[src/rtl/core/pam_pkg.sv]
`timescale 1ns / 1ps
`default_nettype none
package pam_pkg;
  localparam int MaxPointsDef = 256;
  localparam int CoordW       = 32;
  localparam int LabelW       = 8;
  localparam int DiffW        = CoordW + 1;
  localparam int RadW         = 2 * DiffW + 2;
  localparam int RootW        = RadW / 2;
  localparam int TFrac        = 24;
  localparam int TW           = TFrac + 1;

  typedef struct packed {
    logic signed [CoordW-1:0] x;
    logic signed [CoordW-1:0] y;
    logic signed [CoordW-1:0] z;
    logic [LabelW-1:0]        label;
  } point_t;

  // unit handshake between the sequencer and an iterative unit
  typedef struct packed {
    logic busy;
    logic done;
  } unit_status_t;
endpackage
`default_nettype wire

[src/rtl/core/pam_div.sv]
`timescale 1ns / 1ps
`default_nettype none
module pam_div import pam_pkg::*; #(
  parameter int NUM_W = 67,
  parameter int DEN_W = 43
) (
  input  wire              clk,
  input  wire              rst,
  input  wire              start,
  input  wire [NUM_W-1:0]  numer,
  input  wire [DEN_W-1:0]  denom,
  output logic [NUM_W-1:0] quot,
  output unit_status_t     status
);
  localparam int CW = $clog2(NUM_W + 1);

  logic [NUM_W-1:0] num;
  logic [DEN_W-1:0] den;
  logic [DEN_W:0]   rem;
  logic [DEN_W:0]   rem_sh;
  logic [CW-1:0]    cnt;

  assign rem_sh = {rem[DEN_W-1:0], num[NUM_W-1]};

  always_ff @(posedge clk) begin
    if (rst) begin
      status <= '0;
      cnt    <= '0;
    end else begin
      status.done <= 1'b0;
      if (start) begin
        num         <= numer;
        den         <= denom;
        rem         <= '0;
        quot        <= '0;
        cnt         <= CW'(NUM_W);
        status.busy <= 1'b1;
      end else if (status.busy) begin
        // restoring division, one quotient bit per cycle
        num <= {num[NUM_W-2:0], 1'b0};
        if (rem_sh >= {1'b0, den}) begin
          rem  <= rem_sh - {1'b0, den};
          quot <= {quot[NUM_W-2:0], 1'b1};
        end else begin
          rem  <= rem_sh;
          quot <= {quot[NUM_W-2:0], 1'b0};
        end
        cnt <= cnt - 1'b1;
        if (cnt == CW'(1)) begin
          status.busy <= 1'b0;
          status.done <= 1'b1;
        end
      end
    end
  end
endmodule
`default_nettype wire

[config.mk]
export PLATFORM = sky130hd
export DESIGN_NAME = pam_div
export DESIGN_NICKNAME = d
export VERILOG_FILES = /design/src/rtl/core/pam_pkg.sv /design/src/rtl/core/pam_div.sv
export SDC_FILE = /design/constraint.sdc
export NUM_CORES = 1
export LEC_CHECK = 0
export BUFFER_PORTS_ARGS = -buffer_cell sky130_fd_sc_hd__buf_2
export CORE_MARGIN = 4
export CORE_UTILIZATION = 25
export DETAILED_ROUTE_END_ITERATION = 7
export PLACE_DENSITY = 0.53
export SYNTH_ARGS = -nofsm -noshare
export SYNTH_HDL_FRONTEND = slang
export SYNTH_SLANG_ARGS = --single-unit
export TNS_END_PERCENT = 1
[constraint.sdc]
create_clock -name clk -period 22.3 [get_ports clk]
set_clock_uncertainty 0.2 [all_clocks]
set_input_delay 1.115 -clock clk [delete_from_list [all_inputs] [get_ports clk]]
set_output_delay 1.115 -clock clk [all_outputs]
set_load 0.02 [all_outputs]
==> metrics.txt <==
element type at the critical path end=flop; Ys Warns=0; vertical die dimension=224 um; final weighted congestion in routability-driven placement=0.812; proportion of netlist area held by the largest area contributor=56.7%; post-synth cell types=70; cell depth of the worst min-delay path=1; non-filler cells, final=1729; RSZ-0062 raised after global routing=no; total gr overflow=0; Initial Util=25.5%; pins over their slew limit=0; Mean Syn Cell Area=12.5 um2; vias after detailed routing=7766; share of synthesized flip-flops with an asynchronous set or reset=0%; first-pass detailed-route iteration total=4; crit path launch=den[0]; clock transition time at the flip-flop clock pins of the worst setup and hold paths=0.06 ns; insertion delay to the later sink of the worst-skew pair=0.54 ns; total wire length=27400 um; post-layout power=1.16 mW; peak fanout along the critical path=25; post-detailed-route DRC marker count=0; count of port buffers added during placement=181; worst r2r src=den[0]; CTS tree=built; Least-Margin Pin Slew=1.15 ns; largest area contributor in the synthesized netlist=sky130_fd_sc_hd__edfxtp_1; vias in the first global route=7873; leakage power=5.40 nW; first-pass GRT wire length=43300 um; post-synthesis net count=1092; kind of critical path=flop to flop; initial antenna violation count=14; run status=completed; number of rows created at floorplan=78; post-synthesis instance area=11600 um2; Max-Cap Viols=0; worst voltage drop across the vdd grid=52.9 uV; total number of clock tree sinks=229; areal power density over the cells=83.0 nW/um2; average wire per standard cell=15.9 um; post-cts repair resize count=0; area overhead of the layout relative to synthesis=19.5%; Clock Tree Root=sky130_fd_sc_hd__clkbuf_16; final setup vio count=0; count of flip-flops with a built-in enable after synthesis=220; core box area=45700 um2; CP startpoint kind=flop; htree depth=1; antenna violation net count after detailed routing=0; pin count of the biggest net entering global routing=88; R2R Path End=rem[27]; share of final-layout standard cells stronger than drive strength 1=28.2%; headroom to the max-slew limit=23.4%; total number of nets in the final design=1267; Worst Reg-to-Reg Cells=12; destination of the critical timing path=rem[27]; final hold viol count=0; worst stage delay on the critical path=0.51 ns; critical path's slowest cell=sky130_fd_sc_hd__o21a_2; time the worst path needs with I/O delays and setup=3.83 ns; post-placement cell count=1679; required time reported for the critical path endpoint=22.35 ns; cells taking the most area after synthesis=sky130_fd_sc_hd__edfxtp_1 (57%), sky130_fd_sc_hd__mux2_2 (6.7%), sky130_fd_sc_hd__ha_1 (4.8%), sky130_fd_sc_hd__nor2b_1 (3.8%), sky130_fd_sc_hd__mux2i_1 (2.5%); critical-path cell list=ha_1 -> fa_1 -> nor2b_1 -> o31a_1 -> o21ai_0 -> a21oi_2 -> o21ai_4 -> a21oi_2 -> o21a_2 -> buf_4 -> mux2i_1 -> nor2_1; routed via count divided by cell count=4.49; maximum clock rate=261 MHz; Total Die Area=50100 um2; Clock Path Buffers=3; Post-CTS Hold Fix Bufs=0; cell seen most often among critical-path stages=sky130_fd_sc_hd__a21oi_2; count of mapped cells out of synthesis=933; dominant synthesized flop cell=sky130_fd_sc_hd__edfxtp_1; sum of net half-perimeters after detailed placement=19300 um; accumulated negative setup slack=0 ns; post-synthesis sequential area ratio=58.3%; number of DRC markers after the initial detailed-route iteration=291; flip-flop and latch count after synthesis=229; number of I/O pins=182; Die X-Extent=224 um; Overall Global Routing Usage=10.5%; Fillers=4748; worst hold-check path type=flop to flop; total CTS buffers=27; endpoint arrival time on the critical path=3.88 ns; flop2flop setup slack=18.47 ns; setup repair bufs after CTS=0; fin crit share=17.2%
==> cell type report <==
| type | instances | area (um2) | area share, % |
|---|---|---|---|
| well taps | 600 | 751 | 5.40 |
| flip-flops and latches | 229 | 6790 | 48.8 |
| diodes | 3 | 7.51 | 0.0540 |
| inverters | 53 | 199 | 1.43 |
| clock inverters | 14 | 68.8 | 0.495 |
| multi-input cells | 609 | 4430 | 31.9 |
| repair buffers | 188 | 965 | 6.94 |
| clock buffers | 33 | 698 | 5.02 |
==> cell usage in the layout, fill, tap and decap left out, types with 9 or more instances in the layout <==
master,count
sky130_fd_sc_hd__nand3_1,12
sky130_fd_sc_hd__clkbuf_16,27
sky130_fd_sc_hd__dfxtp_1,9
sky130_fd_sc_hd__a21o_1,9
sky130_fd_sc_hd__nand4_1,13
sky130_fd_sc_hd__o21a_1,10
sky130_fd_sc_hd__mux2i_1,29
sky130_fd_sc_hd__a21oi_1,50
sky130_fd_sc_hd__edfxtp_1,220
sky130_fd_sc_hd__nor2_1,68
sky130_fd_sc_hd__xnor2_1,23
sky130_fd_sc_hd__ha_1,45
sky130_fd_sc_hd__nor2b_1,71
sky130_fd_sc_hd__nand2_1,49
sky130_fd_sc_hd__mux2_2,69
sky130_fd_sc_hd__nor3_1,15
sky130_fd_sc_hd__inv_1,53
sky130_fd_sc_hd__o21ai_0,25
sky130_fd_sc_hd__xor2_1,14
sky130_fd_sc_hd__and3_1,9
sky130_fd_sc_hd__buf_2,180
==> cell families (layout without fill, tap and decap cells) <==
group,count (synthesis),count (layout),share of synthesized area (%)
AOI/OAI and AO/OA,157,157,8.95
xor gates and xnor gates,37,37,2.78
adders and majority gates,46,46,5.01
buffers and inverters,95,288,3.76
DFF,229,229,58.3
muxes,98,98,9.17
other,0,3,0
and+or+nand+nor,271,271,12.0
==> worst min path at each step <==
stage	startpoint	end	slack, ns
3_3_place_gp	num[24]	num[25]	0.33
4_1_cts	num[30]	num[31]	0.35
2_1_floorplan	num[0]	num[1]	0.32
5_1_grt	num[58]	num[59]	0.36
6_report	num[41]	num[42]	0.35
3_5_place_dp	num[15]	num[16]	0.33
==> critical path, delay by kind of cell (launching register included) <==
kind,cells,cell delay [ns]
buf+inv,1,0.47
simple gates,2,0.22
compound gates,6,1.38
fa+ha+maj,2,0.63
flops,1,0.38
mux,1,0.25
==> metal layers <==
layer	global-route usage [%]	share of wire, %
met1	13.6	45
met2	16.9	45
met3	3.94	7.6
met4	2.76	2.1
met5	0	0.51
==> per-stage QoR <==
| step | setup slack (ns) | hold WS, ns | util [%] | area (um2) |
|---|---|---|---|---|
| floorplan | 12.03 | 0.325 | - | 11600 |
| finish | 18.47 | 0.347 | 30.5 | 13900 |
| global route | 18.20 | 0.359 | 30.4 | 13900 |
| detailed placement | 18.41 | 0.332 | 28.8 | 13100 |
| CTS | 18.38 | 0.348 | 30.4 | 13900 |
| global placement | 18.49 | 0.330 | 28.8 | 13100 |
==> synthesized netlist by cell type (7+ instances only) <==
cell type / number
sky130_fd_sc_hd__a21o_1: 9
sky130_fd_sc_hd__mux2_2: 69
sky130_fd_sc_hd__clkbuf_1: 19
sky130_fd_sc_hd__and3_1: 9
sky130_fd_sc_hd__o21ai_0: 25
sky130_fd_sc_hd__nor3_1: 15
sky130_fd_sc_hd__edfxtp_1: 220
sky130_fd_sc_hd__nand3_1: 12
sky130_fd_sc_hd__o21ai_1: 8
sky130_fd_sc_hd__xor2_1: 14
sky130_fd_sc_hd__inv_1: 53
sky130_fd_sc_hd__dfxtp_1: 9
sky130_fd_sc_hd__a21oi_1: 50
sky130_fd_sc_hd__mux2i_1: 29
sky130_fd_sc_hd__nor2_1: 70
sky130_fd_sc_hd__o21a_1: 11
sky130_fd_sc_hd__buf_2: 7
sky130_fd_sc_hd__nand2_1: 49
sky130_fd_sc_hd__ha_1: 45
sky130_fd_sc_hd__nor2b_1: 71
sky130_fd_sc_hd__nand4_1: 13
sky130_fd_sc_hd__xnor2_1: 23
==> where the power goes <==
group / total [mW] / switching, mW / internal (mW) / leakage (nW)
combinational: 0.234 / 0.137 / 0.0976 / 2.84
sequential: 0.527 / 0.0133 / 0.514 / 2.19
clock: 0.393 / 0.173 / 0.220 / 0.369
==> registers in the layout, indices dropped and copies added, names as in the netlist <==
register,cells
quot,67
rem,43
num,67
status,2
cnt,7
den,43
Note: power is estimated with default switching activity, not from simulation.
