[src/rtl/core/pam_pkg.sv]
`timescale 1ns / 1ps
`default_nettype none
package pam_pkg;
  localparam int MaxPointsDef = 256;
  localparam int CoordW       = 32;
  localparam int LabelW       = 8;
  localparam int DiffW        = CoordW + 1;
  localparam int RadW         = 2 * DiffW + 2;
  localparam int RootW        = RadW / 2;
  localparam int TFrac        = 24;
  localparam int TW           = TFrac + 1;

  typedef struct packed {
    logic signed [CoordW-1:0] x;
    logic signed [CoordW-1:0] y;
    logic signed [CoordW-1:0] z;
    logic [LabelW-1:0]        label;
  } point_t;

  // unit handshake between the sequencer and an iterative unit
  typedef struct packed {
    logic busy;
    logic done;
  } unit_status_t;
endpackage
`default_nettype wire

[src/rtl/core/pam_sqrt.sv]
`timescale 1ns / 1ps
`default_nettype none
module pam_sqrt import pam_pkg::*; (
  input  wire              clk,
  input  wire              rst,
  input  wire              start,
  input  wire [RadW-1:0]   radicand,
  output logic [RootW-1:0] root,
  output unit_status_t     status
);
  localparam int RemW = RootW + 4;
  localparam int CW   = $clog2(RootW + 1);

  logic [RadW-1:0] rad;
  logic [RemW-1:0] rem;
  logic [CW-1:0]   cnt;
  logic [RemW-1:0] rem_sh;
  logic [RemW-1:0] trial;

  assign rem_sh = {rem[RemW-3:0], rad[RadW-1 -: 2]};
  assign trial  = {2'b00, root, 2'b01};

  always_ff @(posedge clk) begin
    if (rst) begin
      status <= '0;
      cnt    <= '0;
    end else begin
      status.done <= 1'b0;
      if (start) begin
        rad         <= radicand;
        rem         <= '0;
        root        <= '0;
        cnt         <= CW'(RootW);
        status.busy <= 1'b1;
      end else if (status.busy) begin
        // one root bit per cycle
        rad <= {rad[RadW-3:0], 2'b00};
        if (rem_sh >= trial) begin
          rem  <= rem_sh - trial;
          root <= {root[RootW-2:0], 1'b1};
        end else begin
          rem  <= rem_sh;
          root <= {root[RootW-2:0], 1'b0};
        end
        cnt <= cnt - 1'b1;
        if (cnt == CW'(1)) begin
          status.busy <= 1'b0;
          status.done <= 1'b1;
        end
      end
    end
  end
endmodule
`default_nettype wire

[config.mk]
export PLATFORM = sky130hd
export DESIGN_NAME = pam_sqrt
export DESIGN_NICKNAME = d
export VERILOG_FILES = /design/src/rtl/core/pam_pkg.sv /design/src/rtl/core/pam_sqrt.sv
export SDC_FILE = /design/constraint.sdc
export NUM_CORES = 1
export LEC_CHECK = 0
export BUFFER_PORTS_ARGS = -buffer_cell sky130_fd_sc_hd__clkbuf_2
export CAP_MARGIN = 20
export CORE_ASPECT_RATIO = 0.8
export CORE_MARGIN = 2
export CORE_UTILIZATION = 52
export DETAILED_ROUTE_END_ITERATION = 6
export PLACE_DENSITY = 0.8
export RECOVER_POWER = 25
export SLEW_MARGIN = 15
export SYNTH_ARGS = -nofsm -noshare
export SYNTH_HDL_FRONTEND = slang
export SYNTH_SLANG_ARGS = --single-unit
[constraint.sdc]
create_clock -name clk -period 20.2 [get_ports clk]
set_input_delay 0 -clock clk [delete_from_list [all_inputs] [get_ports clk]]
set_output_delay 0 -clock clk [all_outputs]
set_load 0.01 [all_outputs]
==> results.cfg, run 1 <==
[floorplan]
initial_utilization_pct = 52.81
dieArea_um2 = 16970
row_count = 41
fp.coreArea_um2 = 15700
die_h_um = 116.9
ios = 107
chipWidth_um = 145.2

[finish]
regArea_um2 = 4304
drive_gt1_share_pct = 23.30
multi_input_area_um2 = 3598
n_antenna_cell = 0
finalNetCount = 976
syn_to_final_growth_pct = 22.90
fillCellCount = 1224

[sta]
finalMaxSlewViolations = 87
finalHoldViolations = 0
fin_skew_ns = 0.009220
period_minus_slack_ns = 3.834
finalSetupTns_ns = 0
whs_ns = 0.4057
rsz0062_at_grt = no
worstMarginPinSlew_ns = 2.621
setup_viol = 0
fmax_mhz = 260.9
post-route-period-util_pct = 18.98
max-slew-margin-rel_pct = -74.74

[placed_design]
io_buffers = 106
place_congestion = 0.8779
dp_hpwl_mm = 11.61

[logic_synthesis]
synth_seq_cells = 146
synth.distinct_cells = 65
yosysTopAreaCell = edfxtp_1
synth_top_area_share_pct = 49.99
synth_area_leaders = edfxtp_1 50%, mux2_2 9.0%, ha_1 5.7%, nor2_1 3.7%, mux2i_1 2.7%
syn_avg_cell_area_um2 = 11.76
syn-cell-area_um2 = 8289
synth_edf_count = 138
seq_area_frac_synth_pct = 51.92
synth_ff_type = edfxtp_1
ys_async_sr_fraction_pct = 0
yosys-top-cells-count = 138 x edfxtp_1, 81 x nor2_1, 66 x mux2_2
synth.most_common_cell = edfxtp_1
synth_cells = 705
ys_warn_count = 0
synth_fp_nets = 814

[worst_setup_path]
end_kind = flip-flop
critPathCapture = rem[29]
critPathMaxStageDelay_ns = 1.83
critPathBufInv = 3
r2r_cells = 10
crit_fanout = 52
crit_arrival_ns = 3.99
timing.rr.start = rem[12]
crit_top_cell = clkbuf_1
critPathSlowestCell = clkbuf_1
r2r-end = rem[10]
crit_family = buffers and inverters
critical_path_depth = 5
path_cells = clkbuf_1 > clkbuf_1 > inv_1 > nand2_1 > o22ai_1
worstPathRequired_ns = 20.35
critPathLaunchType = input port
rrSetupSlack_ns = 17.04
critical_path_class = in -> reg
crit_path_start = start

[clocking]
post_cts_resized = 0
htree_levels = 4
root_buffer = clkbuf_16
clockBufferDepth = 2
clk_latency_ns = 0.43
cts_setup_buffers = 0
numCtsBuffers = 17
path_clk_slew_ns = 0.06
cts_tree = yes
clock_sinks = 146

[run_status]
violations = capacitance limit, slew limit
status = finished, violations left

[global_routing]
grt_pass1_vias = 5976
grt_max_degree = 74
overflow = 0
track_usage_pct = 22.38
antenna_found_initial = 0
grt_pass1_wl_mm = 29.96

[drt]
vias = 6018
ant_nets = 0
avgViaCountPerCell = 5.496
drt-total-wl_mm = 18.38
drc = 0
detail_route.wl_per_cell_um = 16.79
drtIter0Drc = 533
dr.pass1.iters = 5

[job]
drv_cap = 2

[power_and_ir_drop]
powerDensity_nw_per_um2 = 88.78
ir_drop_v = 0.00006747
p_leak_nw = 4.058

[worst_hold_path]
hp-class = in -> reg
cells by family (layout without fill, tap and decap cells):
kind of cell,count (synthesis),count (layout),share of synthesized area (%)
XOR/XNOR,36,36,3.804
buffers and inverters,89,264,4.860
multiplexers,88,88,11.62
flip-flops,146,146,51.92
AO/OA/AOI/OAI,139,139,12.44
adder cells (fa/ha/maj),38,38,5.736
AND/OR/NAND/NOR,169,169,9.615
stage by stage:
stage | power (mW) | instance area, um2 | std cells | util [%] | setup WS, ns
CTS | 0.9034 | 10230 | 1095 | 65.17 | 17.11
global route | 0.9438 | 10190 | 1095 | 64.90 | 15.93
floorplan | 0.5329 | 8289 | 705 | - | 12.95
global placement | 0.5673 | 8941 | 994 | 56.96 | 17.18
finish | 0.9045 | 10190 | 1095 | 64.90 | 16.37
detailed placement | 0.5720 | 8941 | 994 | 56.96 | 17.14
power breakdown:
group	internal [mW]	leakage, nW	switching (mW)
Clock	0.186	0.284	0.137
Combinational	0.0915	2.37	0.117
Sequential	0.363	1.40	0.0104
cells in the final DEF, fill, tap and decap left out, drive strengths merged, types with 5 or more instances in the layout:
cell type and instances:
a211oi 11, a21o 14, a21oi 43, a31oi 5, buf 5, clkbuf 124, dfxtp 8, dlygate4sd3 69
edfxtp 138, ha 38, inv 58, mux2 66, mux2i 22, nand2 24, nand2b 6, nand3 11
nand4 15, nor2 81, nor3 10, o211ai 5, o21a 5, o21ai 25, o21bai 7, xnor2 23
xor2 13
flip-flops by register name, indices dropped and copies added, names as in the netlist:
name / count
rad: 68
rem: 36
root: 34
cnt: 6
status: 2
worst min-delay path, cell delays in order:
cell and delay (ns):
dlygate4sd3_1 0.52, clkbuf_2 0.09, and2_1 0.11
final cells by class:
| class | count | share of cell area (%) |
|---|---|---|
| timing repair buffer | 181 | 12.04 |
| tap | 215 | 2.641 |
| clock inverter | 15 | 1.695 |
| multi-input combinational | 470 | 35.32 |
| sequential | 146 | 42.25 |
| inverter | 51 | 1.879 |
| clock buffer | 17 | 4.176 |
repair_timing:
| item | in CTS | in global routing |
|---|---|---|
| hold buffers | 69 | 0 |
| setup endpoints to repair | 0 | 0 |
| endpoints found under the hold margin | 75 | 0 |
routing by layer:
layer / GRT usage, % / share of wire [%] / up-vias
met4: 6.405 / 1.5 / 0
li1: - / - / 2918
met2: 37.90 / 48 / 195
met3: 4.884 / 5.0 / 29
met5: 0 / 0 / -
met1: 29.65 / 46 / 2876
worst min path at each step:
stage / end / cells past startpoint / start
final: rad[1] / 3 / radicand[1]
after global placement: rad[0] / 2 / radicand[0]
after CTS: cnt[4] / 2 / start
after detailed placement: rad[0] / 2 / radicand[0]
after global routing: rad[41] / 3 / radicand[41]
after floorplan: rad[0] / 1 / radicand[0]
No activity file was read; power rests on OpenSTA's default activity.
==> inputs of run 2 (changes only) <==
clock period = 3.8 ns   (was 20.2 ns; I/O delays follow)
==> run 2 against run 1 <==
- the flow still finishes with violations (capacitance limit, slew limit)
- combinational power grew to 5.3 times the previous value
- power grew to 5.4 times the previous value
- via count is 1.1% higher
- sequential cell count stayed put
- critical endpoint is now rem[7]
- highest routed layer unchanged
==> results.cfg, run 2 (same netlist as run 1, synthesis figures left out) <==
[floorplan]
fp.coreArea_um2 = 15700
row_count = 41
chipWidth_um = 145.2
die_h_um = 116.9
ios = 107
dieArea_um2 = 16970
initial_utilization_pct = 52.81

[clocking]
cts_tree = yes
path_clk_slew_ns = 0.07
post_cts_resized = 0
clock_sinks = 146
postCtsHoldBufs = 69
clk_latency_ns = 0.43
clockBufferDepth = 2
cts_setup_buffers = 0
numCtsBuffers = 17
root_buffer = clkbuf_16
htree_levels = 4

[worst_setup_path]
rrSetupSlack_ns = 0.50
r2r-end = rem[7]
critPathLaunchType = flip-flop
crit_path_start = root[13]
r2r_cells = 11
worstPathRequired_ns = 3.87
timing.rr.start = root[13]
critical_path_class = reg -> reg
crit_fanout = 25
critPathCapture = rem[7]
end_kind = flip-flop
crit_arrival_ns = 3.37

[global_routing]
antenna_found_initial = 0
grt_max_degree = 97
grt_pass1_vias = 5952
overflow = 0
track_usage_pct = 22.34
grt_pass1_wl_mm = 29.72

[drt]
ant_nets = 0
dr_wl_met3_um = 753
avgViaCountPerCell = 5.559
drtIter0Drc = 520
top_layer = met4
drc = 0
met1_length_mm = 8.634
vias = 6087
wl_met2_mm = 8.682
detail_route.wl_per_cell_um = 16.86
drt-total-wl_mm = 18.46
dr.pass1.iters = 5

[finish]
finalNetCount = 976
fillCellCount = 1203
syn_to_final_growth_pct = 23.56
layout_common_cells = 138 x edfxtp_1, 80 x nor2_1, 71 x clkbuf_2
regArea_um2 = 4304
n_antenna_cell = 0
final_common_cell = edfxtp_1
multi_input_area_um2 = 3598
regMostFlops = rad
reg_top3 = rad: 68 flops, rem: 36 flops, root: 34 flops
post-route-util_pct = 65.25
drive_gt1_share_pct = 22.50
largest_reg_flops = 68

[sta]
finalMaxSlewViolations = 58
period_minus_slack_ns = 3.301
finalSetupTns_ns = 0
timing.final.ws_setup_ns = 0.4988
rsz0062_at_grt = no
finalHoldViolations = 0
fin_skew_ns = 0.009914
worstMarginPinSlew_ns = 2.778
fmax_mhz = 302.9
post-route-period-util_pct = 86.87
max-slew-margin-rel_pct = -85.23
setup_viol = 0

[job]
drv_cap = 1

[run_status]
violations = capacitance limit, slew limit
status = finished, violations left

[placed_design]
dpl_worst_slack_ns = 0.6567
io_buffers = 106
place_congestion = 0.9163
dp_hpwl_mm = 11.98

[power_and_ir_drop]
ir_drop_v = 0.0004037
powerDensity_nw_per_um2 = 478.9
p_leak_nw = 4.069
finalPower_mw = 4.905

[worst_hold_path]
hp-class = in -> reg
whs_path_depth = 3
run 2: cell count changes in the layout (fill, tap and decap cells not counted), sizes merged:
cell / previous run / this run
clkbuf: 124 / 127
bufinv: 2 / 4
clkinvlp: 3 / 2
clkinv: 3 / 4
inv: 58 / 53
run 2: report_power, final:
group          leakage [nW]  internal [mW]  switching (mW)
clock network         0.305           1.14           0.673
registers              1.40           1.93          0.0579
logic                  2.37          0.489           0.622
run 2: cell type report:
cell class                 instances  area share, %
sequential                       146          42.02
multi-input combinational        470          35.13
clock inverter                    12          1.747
clock buffer                      20          4.459
tap                              215          2.626
inverter                          51          1.869
timing repair buffer             181          12.14
run 2: through the flow:
step | hold slack [ns] | std cells | area [um2]
finish | 0.4072 | 1095 | 10240
global route | 0.4077 | 1095 | 10240
CTS | 0.1636 | 1095 | 10290
detailed placement | 0.2939 | 994 | 8966
global placement | 0.2836 | 994 | 8966
floorplan | 0.2038 | 705 | 8297
run 2: layer usage:
metal | track usage [%] | vias up
met2 | 37.21 | 165
met5 | 0 | -
met4 | 7.908 | 0
met3 | 4.651 | 29
met1 | 29.66 | 2972
li1 | - | 2921
run 2: worst min path at each step:
| stage | from | end | slack [ns] |
|---|---|---|---|
| final | radicand[46] | rad[46] | 0.41 |
| after global routing | radicand[35] | rad[35] | 0.41 |
| after CTS | start | root[2] | 0.16 |
| after detailed placement | radicand[1] | rad[1] | 0.29 |
| after global placement | radicand[0] | rad[0] | 0.28 |
| after floorplan | radicand[0] | rad[0] | 0.20 |
run 2: worst max-delay path, stage by stage, from the launching register on:
cell	delay (ns)
edfxtp_1	0.34
inv_1	0.06
ha_1	0.44
a21oi_1	0.31
o211ai_1	0.16
a211oi_2	0.20
or3b_1	0.40
a21oi_2	0.28
o31ai_4	0.11
buf_4	0.29
mux2i_1	0.26
nor2_1	0.07
